### src/rtl/core/iee_pkg.sv
// Shared constants, widths and a helper function of the infix expression evaluator.
// No dependencies; used by the top level and the checker by scoped names.
package iee_pkg;

  localparam int unsigned VALUE_DEPTH    = 16;
  localparam int unsigned OPERATOR_DEPTH = 16;
  localparam int unsigned DATA_W         = 32;

  localparam int unsigned VCNT_W  = $clog2(VALUE_DEPTH + 1);
  localparam int unsigned VADDR_W = $clog2(VALUE_DEPTH);
  localparam int unsigned OCNT_W  = $clog2(OPERATOR_DEPTH + 1);
  localparam int unsigned OADDR_W = $clog2(OPERATOR_DEPTH);

  localparam int unsigned DIV_STEPS = DATA_W;
  localparam int unsigned DCNT_W    = $clog2(DIV_STEPS);

  localparam logic [1:0] OP_DIGIT = 2'd0;
  localparam logic [1:0] OP_OPER  = 2'd1;
  localparam logic [1:0] OP_EVAL  = 2'd2;

  localparam logic [1:0] OPC_ADD = 2'd0;
  localparam logic [1:0] OPC_SUB = 2'd1;
  localparam logic [1:0] OPC_MUL = 2'd2;
  localparam logic [1:0] OPC_DIV = 2'd3;

  localparam logic [1:0] ERR_NONE      = 2'd0;
  localparam logic [1:0] ERR_DIV_ZERO  = 2'd1;
  localparam logic [1:0] ERR_UNDERFLOW = 2'd2;
  localparam logic [1:0] ERR_OVERFLOW  = 2'd3;

  function automatic logic prec_high(input logic [1:0] code);
    return (code == OPC_MUL) || (code == OPC_DIV);
  endfunction

endpackage

### src/rtl/core/infix_expression_evaluator.sv
// Top level of the infix expression evaluator: token sequencer, stacks and ALU.
// Depends on iee_pkg and iee_ram.

// Tokens arrive as valid/ready transactions. A digit is pushed in S_IDLE and
// in_ready_o stays high. An operator passes through S_CHECK, and S_RD for each
// stacked operator it applies, plus S_DIV and S_DIVFIN for each applied divide
// (a radix-2 divider retires one quotient bit per cycle). An evaluate does the
// same plus S_EMIT, which loads the output register and waits while the
// previous result is still held there. The output register holds the result
// until taken while new tokens are accepted. With an error latched, a digit or
// operator is dropped and an evaluate passes only through S_CHECK and S_EMIT.
// Each applied operator costs one read of the value stack memory and the
// operator stack memory; the top entries of both stacks are kept in registers.
// After an evaluate the stacks and the error state are empty again.
module infix_expression_evaluator (
  input  logic        clk_i,
  input  logic        rst_ni,
  input  logic        in_valid_i,
  output logic        in_ready_o,
  input  logic [1:0]  op_i,
  input  logic [3:0]  digit_value_i,
  input  logic [1:0]  operator_code_i,
  output logic        out_valid_o,
  input  logic        out_ready_i,
  output logic signed [31:0] result_value_o,
  output logic [1:0]  error_code_o
);

  localparam logic [2:0] S_IDLE   = 3'd0;
  localparam logic [2:0] S_CHECK  = 3'd1;
  localparam logic [2:0] S_RD     = 3'd2;
  localparam logic [2:0] S_DIV    = 3'd3;
  localparam logic [2:0] S_DIVFIN = 3'd4;
  localparam logic [2:0] S_EMIT   = 3'd5;

  localparam int unsigned VCNT_W  = iee_pkg::VCNT_W;
  localparam int unsigned VADDR_W = iee_pkg::VADDR_W;
  localparam int unsigned OCNT_W  = iee_pkg::OCNT_W;
  localparam int unsigned OADDR_W = iee_pkg::OADDR_W;
  localparam int unsigned DATA_W  = iee_pkg::DATA_W;
  localparam int unsigned DCNT_W  = iee_pkg::DCNT_W;

  logic [2:0]        state_q, state_d;
  logic [VCNT_W-1:0] vcnt_q, vcnt_d;
  logic [OCNT_W-1:0] ocnt_q, ocnt_d;
  logic [1:0]        err_q, err_d;
  logic              eval_q, eval_d;
  logic [DCNT_W-1:0] dcnt_q, dcnt_d;
  logic              out_valid_q, out_valid_d;

  logic [DATA_W-1:0] tv_q, tv_d;
  logic [1:0]        to_q, to_d;
  logic [1:0]        pend_q, pend_d;
  logic [DATA_W-1:0] dvd_q, dvd_d;
  logic [DATA_W-1:0] dvs_q, dvs_d;
  logic [DATA_W-1:0] rem_q, rem_d;
  logic              neg_q, neg_d;
  logic [DATA_W-1:0] res_q, res_d;
  logic [1:0]        ecode_q, ecode_d;

  logic               v_we, v_re, o_we, o_re;
  logic [VADDR_W-1:0] v_waddr, v_raddr;
  logic [OADDR_W-1:0] o_waddr, o_raddr;
  logic [DATA_W-1:0]  v_wdata, v_rdata;
  logic [1:0]         o_wdata, o_rdata;

  logic [VCNT_W-1:0]  vcnt_m1, vcnt_m2;
  logic [OCNT_W-1:0]  ocnt_m1, ocnt_m2;
  logic               accept;
  logic               do_apply;
  logic [DATA_W:0]    rem_sh, trial;
  logic               ge;
  logic [DATA_W-1:0]  op_a, op_b, mag_a, mag_b;

  iee_ram #(.WIDTH(DATA_W), .DEPTH(iee_pkg::VALUE_DEPTH)) u_vram (
    .clk_i   (clk_i),
    .we_i    (v_we),
    .waddr_i (v_waddr),
    .wdata_i (v_wdata),
    .re_i    (v_re),
    .raddr_i (v_raddr),
    .rdata_o (v_rdata)
  );

  iee_ram #(.WIDTH(2), .DEPTH(iee_pkg::OPERATOR_DEPTH)) u_oram (
    .clk_i   (clk_i),
    .we_i    (o_we),
    .waddr_i (o_waddr),
    .wdata_i (o_wdata),
    .re_i    (o_re),
    .raddr_i (o_raddr),
    .rdata_o (o_rdata)
  );

  assign vcnt_m1 = vcnt_q - VCNT_W'(1);
  assign vcnt_m2 = vcnt_q - VCNT_W'(2);
  assign ocnt_m1 = ocnt_q - OCNT_W'(1);
  assign ocnt_m2 = ocnt_q - OCNT_W'(2);

  assign v_waddr = vcnt_m1[VADDR_W-1:0];
  assign v_raddr = vcnt_m2[VADDR_W-1:0];
  assign v_wdata = tv_q;
  assign o_waddr = ocnt_m1[OADDR_W-1:0];
  assign o_raddr = ocnt_m2[OADDR_W-1:0];
  assign o_wdata = to_q;

  assign in_ready_o = (state_q == S_IDLE);
  assign accept     = in_valid_i && in_ready_o;

  assign do_apply = (ocnt_q != '0) &&
                    (eval_q || iee_pkg::prec_high(to_q) || !iee_pkg::prec_high(pend_q));

  assign op_a  = v_rdata;
  assign op_b  = tv_q;
  assign mag_a = op_a[DATA_W-1] ? (DATA_W'(0) - op_a) : op_a;
  assign mag_b = op_b[DATA_W-1] ? (DATA_W'(0) - op_b) : op_b;

  assign rem_sh = {rem_q, dvd_q[DATA_W-1]};
  assign trial  = rem_sh - {1'b0, dvs_q};
  assign ge     = !trial[DATA_W];

  always_comb begin
    state_d     = state_q;
    vcnt_d      = vcnt_q;
    ocnt_d      = ocnt_q;
    err_d       = err_q;
    eval_d      = eval_q;
    dcnt_d      = dcnt_q;
    out_valid_d = out_valid_q && !out_ready_i;
    tv_d        = tv_q;
    to_d        = to_q;
    pend_d      = pend_q;
    dvd_d       = dvd_q;
    dvs_d       = dvs_q;
    rem_d       = rem_q;
    neg_d       = neg_q;
    res_d       = res_q;
    ecode_d     = ecode_q;
    v_we        = 1'b0;
    v_re        = 1'b0;
    o_we        = 1'b0;
    o_re        = 1'b0;

    case (state_q)
      S_IDLE: begin
        if (accept) begin
          case (op_i)
            iee_pkg::OP_DIGIT: begin
              if (err_q == iee_pkg::ERR_NONE) begin
                if (vcnt_q == VCNT_W'(iee_pkg::VALUE_DEPTH)) begin
                  err_d = iee_pkg::ERR_OVERFLOW;
                end else begin
                  v_we   = (vcnt_q != '0);
                  tv_d   = DATA_W'(digit_value_i);
                  vcnt_d = vcnt_q + VCNT_W'(1);
                end
              end
            end
            iee_pkg::OP_OPER: begin
              if (err_q == iee_pkg::ERR_NONE) begin
                pend_d  = operator_code_i;
                eval_d  = 1'b0;
                state_d = S_CHECK;
              end
            end
            iee_pkg::OP_EVAL: begin
              eval_d  = 1'b1;
              state_d = S_CHECK;
            end
            default: begin
            end
          endcase
        end
      end

      S_CHECK: begin
        if (err_q != iee_pkg::ERR_NONE) begin
          state_d = eval_q ? S_EMIT : S_IDLE;
        end else if (do_apply) begin
          if (vcnt_q < VCNT_W'(2)) begin
            err_d  = iee_pkg::ERR_UNDERFLOW;
            ocnt_d = ocnt_m1;
          end else begin
            v_re    = 1'b1;
            o_re    = 1'b1;
            state_d = S_RD;
          end
        end else if (eval_q) begin
          state_d = S_EMIT;
        end else begin
          if (ocnt_q == OCNT_W'(iee_pkg::OPERATOR_DEPTH)) begin
            err_d = iee_pkg::ERR_OVERFLOW;
          end else begin
            o_we   = (ocnt_q != '0);
            to_d   = pend_q;
            ocnt_d = ocnt_q + OCNT_W'(1);
          end
          state_d = S_IDLE;
        end
      end

      S_RD: begin
        ocnt_d  = ocnt_m1;
        to_d    = o_rdata;
        state_d = S_CHECK;
        case (to_q)
          iee_pkg::OPC_ADD: begin
            tv_d   = op_a + op_b;
            vcnt_d = vcnt_m1;
          end
          iee_pkg::OPC_SUB: begin
            tv_d   = op_a - op_b;
            vcnt_d = vcnt_m1;
          end
          iee_pkg::OPC_MUL: begin
            tv_d   = op_a * op_b;
            vcnt_d = vcnt_m1;
          end
          default: begin
            if (op_b == '0) begin
              err_d = iee_pkg::ERR_DIV_ZERO;
            end else begin
              dvd_d   = mag_a;
              dvs_d   = mag_b;
              rem_d   = '0;
              neg_d   = op_a[DATA_W-1] ^ op_b[DATA_W-1];
              dcnt_d  = '0;
              state_d = S_DIV;
            end
          end
        endcase
      end

      S_DIV: begin
        rem_d  = ge ? trial[DATA_W-1:0] : rem_sh[DATA_W-1:0];
        dvd_d  = {dvd_q[DATA_W-2:0], ge};
        dcnt_d = dcnt_q + DCNT_W'(1);
        if (dcnt_q == DCNT_W'(iee_pkg::DIV_STEPS - 1)) begin
          state_d = S_DIVFIN;
        end
      end

      S_DIVFIN: begin
        tv_d    = neg_q ? (DATA_W'(0) - dvd_q) : dvd_q;
        vcnt_d  = vcnt_m1;
        state_d = S_CHECK;
      end

      S_EMIT: begin
        if (!out_valid_q || out_ready_i) begin
          out_valid_d = 1'b1;
          if (err_q != iee_pkg::ERR_NONE) begin
            res_d   = '0;
            ecode_d = err_q;
          end else if (vcnt_q == '0) begin
            res_d   = '0;
            ecode_d = iee_pkg::ERR_UNDERFLOW;
          end else begin
            res_d   = tv_q;
            ecode_d = iee_pkg::ERR_NONE;
          end
          vcnt_d  = '0;
          ocnt_d  = '0;
          err_d   = iee_pkg::ERR_NONE;
          eval_d  = 1'b0;
          state_d = S_IDLE;
        end
      end

      default: begin
        state_d = S_IDLE;
      end
    endcase
  end

  always_ff @(posedge clk_i or negedge rst_ni) begin
    if (!rst_ni) begin
      state_q     <= S_IDLE;
      vcnt_q      <= '0;
      ocnt_q      <= '0;
      err_q       <= iee_pkg::ERR_NONE;
      eval_q      <= 1'b0;
      dcnt_q      <= '0;
      out_valid_q <= 1'b0;
    end else begin
      state_q     <= state_d;
      vcnt_q      <= vcnt_d;
      ocnt_q      <= ocnt_d;
      err_q       <= err_d;
      eval_q      <= eval_d;
      dcnt_q      <= dcnt_d;
      out_valid_q <= out_valid_d;
    end
  end

  always_ff @(posedge clk_i) begin
    tv_q    <= tv_d;
    to_q    <= to_d;
    pend_q  <= pend_d;
    dvd_q   <= dvd_d;
    dvs_q   <= dvs_d;
    rem_q   <= rem_d;
    neg_q   <= neg_d;
    res_q   <= res_d;
    ecode_q <= ecode_d;
  end

  assign out_valid_o    = out_valid_q;
  assign result_value_o = res_q;
  assign error_code_o   = ecode_q;

endmodule

### src/rtl/core/iee_ram.sv
// Generic single-write, single-read synchronous RAM with registered read data.
// No dependencies.
module iee_ram #(
  parameter int unsigned WIDTH = 32,
  parameter int unsigned DEPTH = 16
) (
  input  logic                     clk_i,
  input  logic                     we_i,
  input  logic [$clog2(DEPTH)-1:0] waddr_i,
  input  logic [WIDTH-1:0]         wdata_i,
  input  logic                     re_i,
  input  logic [$clog2(DEPTH)-1:0] raddr_i,
  output logic [WIDTH-1:0]         rdata_o
);

  logic [WIDTH-1:0] mem_q [DEPTH];

  always_ff @(posedge clk_i) begin
    if (we_i) begin
      mem_q[waddr_i] <= wdata_i;
    end
    if (re_i) begin
      rdata_o <= mem_q[raddr_i];
    end
  end

endmodule

### config.mk
export PLATFORM = sky130hd
export DESIGN_NAME = infix_expression_evaluator
export DESIGN_NICKNAME = d
export VERILOG_FILES = /design/src/rtl/core/iee_pkg.sv /design/src/rtl/core/infix_expression_evaluator.sv /design/src/rtl/core/iee_ram.sv
export SDC_FILE = /design/constraint.sdc
export NUM_CORES = 2
export LEC_CHECK = 0
export CAP_MARGIN = 5
export CORE_MARGIN = 2
export CORE_UTILIZATION = 25
export CTS_BUF_LIST = sky130_fd_sc_hd__clkbuf_8
export DETAILED_ROUTE_END_ITERATION = 8
export DONT_BUFFER_PORTS = 1
export PLACE_DENSITY = 0.45
export SKIP_CTS_REPAIR_TIMING = 1
export SLEW_MARGIN = 20
export SYNTH_ARGS = -nofsm -noshare
export SYNTH_HDL_FRONTEND = slang
export SYNTH_HIERARCHICAL = 1
export SYNTH_SLANG_ARGS = --single-unit
### constraint.sdc
create_clock -name clk_i -period 10.8 [get_ports clk_i]
set_clock_uncertainty 0.15 [all_clocks]
set_input_delay 1.08 -clock clk_i [delete_from_list [all_inputs] [get_ports clk_i]]
set_output_delay 1.08 -clock clk_i [all_outputs]
set_load 0.005 [all_outputs]
==> flow_metrics.tcl <==
set metrics [dict create \
    outcome "finished, final reports clean" \
    slew_violations 0 \
    tritoncts "yes" \
    cp.arrival_ns 9.13 \
    start_util 0.252 \
    worst_pin_slew_ns 1.12 \
    maxCapViolCount 0 \
    core_um2 205000 \
    synthArstFlopShare 0.0287 \
    setup_violations 0 \
    dieArea_um2 210000 \
    syn_avg_cell_area_um2 12.1 \
    wl_per_cell_um 22.4 \
    wl_mm 158 \
    root_buffer "clkbuf_8" \
    grt_usage 0.152 \
    gr-usage-met2 0.257 \
    die_h_um 458 \
    cp-start-kind "register" \
    hpwl_mm 105 \
    place_ws_ns 2.23 \
    busiest_layer "met2" \
    crit_required_ns 11.26 \
    synthCells 4246 \
    synth_seq_area_share 0.445 \
    final_layout_size_suffix_gt1_frac 0.108 \
    syn_nets 4875 \
    grt_pass1_vias 34900 \
    clkSlewWorstSetupHoldPaths_ns 0.08 \
    clkLatencyLatePin_ns 0.90 \
    endpoint_kind "register" \
    syn_area_um2 51500 \
    postLayoutCoreUtil 0.281 \
    clock-sinks 767 \
    yosysWarningCount 6 \
    drc 0 \
    tns_ns 0 \
    synth-edff-count 745 \
    yosysTopAreaCell "edfxtp_1" \
    synth_ff_type "edfxtp_1" \
    grt_max_degree 66 \
    grt_pass1_wl_mm 237 \
    ios 48 \
    setup_ws_ns 2.13 \
    port_buffers 0 \
    synth_cell_types 79 \
    yosys-top-cells-count "edfxtp_1 (745), inv_1 (460), nand2_1 (431)" \
    worst-path-max-fanout 17 \
    synthToLayoutAreaGrowth_pct 11.7 \
    num_rows 166 \
    fin_crit_ns 8.67 \
    cts-htree-levels 4 \
    dieWidth_um 458 \
    rsz0062_at_grt "no" \
    hold_violations 0 \
    ys_top_cells_by_area "edfxtp_1 (43%), fa_1 (16%), mux4_2 (5.8%)" \
    gp_congestion 0.850 \
    viasPerCell 4.69 \
    finalCritPeriodShare 0.803 \
    timing.fmax_ghz 0.115 \
    antenna_left 0 \
    relSlewSlack 0.250 \
    hold_path.class "input pin to register" \
    synth_top_area_share 0.434 \
    antenna_found_initial 10 \
    met3_usage 0.0235 \
    layout.nets 4896 \
    ys_ff_latch 767 \
    overflow 0 \
    clk_path_buf_depth 3 \
    numCtsBuffers 136 \
    via_count 33100 \
    firstDrtPassIters 5 \
    path_class "register to register" \
    drt_iter0_markers 2323 \
    gr-usage-met1 0.202 \
    synthMostInstantiatedCell "edfxtp_1" \
]
## registers in the layout, indices dropped and copies added, names as in the netlist, 2 cells and up
register        cells
ocnt_q              5
o_wdata             2
state_q             3
u_vram/mem_q      512
u_oram/rdata_o      2
dvs_q              32
err_q               2
u_vram/rdata_o     32
op_b               32
pend_q              2
dvd_q              32
result_value_o     32
error_code_o        2
vcnt_q              5
rem_q              32
u_oram/mem_q       32
dcnt_q              5
## area by class of cell
class | instances | area, µm²
antenna | 2 | 5.00
clock buffer | 137 | 1890
clock inverter | 97 | 638
fill | 21200 | 147000
inverter | 461 | 1740
multi-input combinational | 2790 | 26200
sequential | 767 | 22900
tap | 2688 | 3360
timing repair buffer | 111 | 868
## routing by layer
layer / vias up / part of all wire
li1: 14700 / -
met1: 17300 / 0.44
met2: 796 / 0.49
met3: 207 / 0.046
met4: 0 / 0.024
met5: - / 0
## stage by stage
| step | hold WS, ns | cell area (µm²) | cells |
|---|---|---|---|
| final | 0.182 | 57600 | 7053 |
| after global routing | 0.108 | 57600 | 7052 |
| after CTS | -0.365 | 57500 | 7048 |
| after detailed placement | 0.291 | 55000 | 6814 |
| after global placement | 0.289 | 55000 | 6814 |
| after floorplan | 0.328 | 51500 | 4246 |
## cell usage in the layout (no fill, tap or decap), drive strengths merged, types with 50 or more instances in the layout
cell type	Yosys	layout
nor3	50	50
edfxtp	745	745
inv	460	518
clkbuf	187	137
nor2	171	171
and2	343	343
fa	410	410
a21oi	101	101
buf	41	110
xor2	95	95
nand2	431	431
xnor2	151	151
a22oi	74	74
o21ai	149	149
mux4	136	136
ha	207	207
## logic make-up after synthesis
family          Yosys count  synth area share
fa+ha+maj               617             0.209
compound gates          558            0.0708
buf+inv                 689            0.0512
mux                     170            0.0664
flops                   767             0.445
simple gates           1199             0.116
xor+xnor                246            0.0418
## critical path, cell delays in order, from the launching register on
cell       delay [ns]
edfxtp_1         0.87
buf_4            0.41
and2_1           0.20
fa_1             0.41
inv_1            0.08
fa_1             0.44
fa_1             0.49
fa_1             0.55
inv_1            0.04
ha_1             0.27
ha_1             0.30
fa_1             0.50
fa_1             0.42
ha_1             0.35
a211oi_1         0.64
o21ai_0          0.31
a221oi_1         0.29
o21ai_0          0.39
a2111oi_0        0.67
o21bai_1         0.17
a21oi_1          0.20
xor2_1           0.16
o31ai_1          0.07
## worst paths after layout
path / from / to / depth (start not counted) / slack, ns
worst min-delay path: operator_code_i[1] / pend_q[1] / 0 / 0.18
max in group asynchronous: rst_ni / vcnt_q[0] / 2 / 9.80
worst max-delay path: op_b[3] / op_b[30] / 22 / 2.13
worst max register to register: op_b[3] / op_b[30] / 22 / 2.13
worst min register to register: op_b[0] / dvs_q[0] / 0 / 0.30
min in group asynchronous: rst_ni / ocnt_q[4] / 2 / 0.51
Power is not shown: default switching activity piles up to over one toggle a cycle in this logic, so the estimate is an artifact.
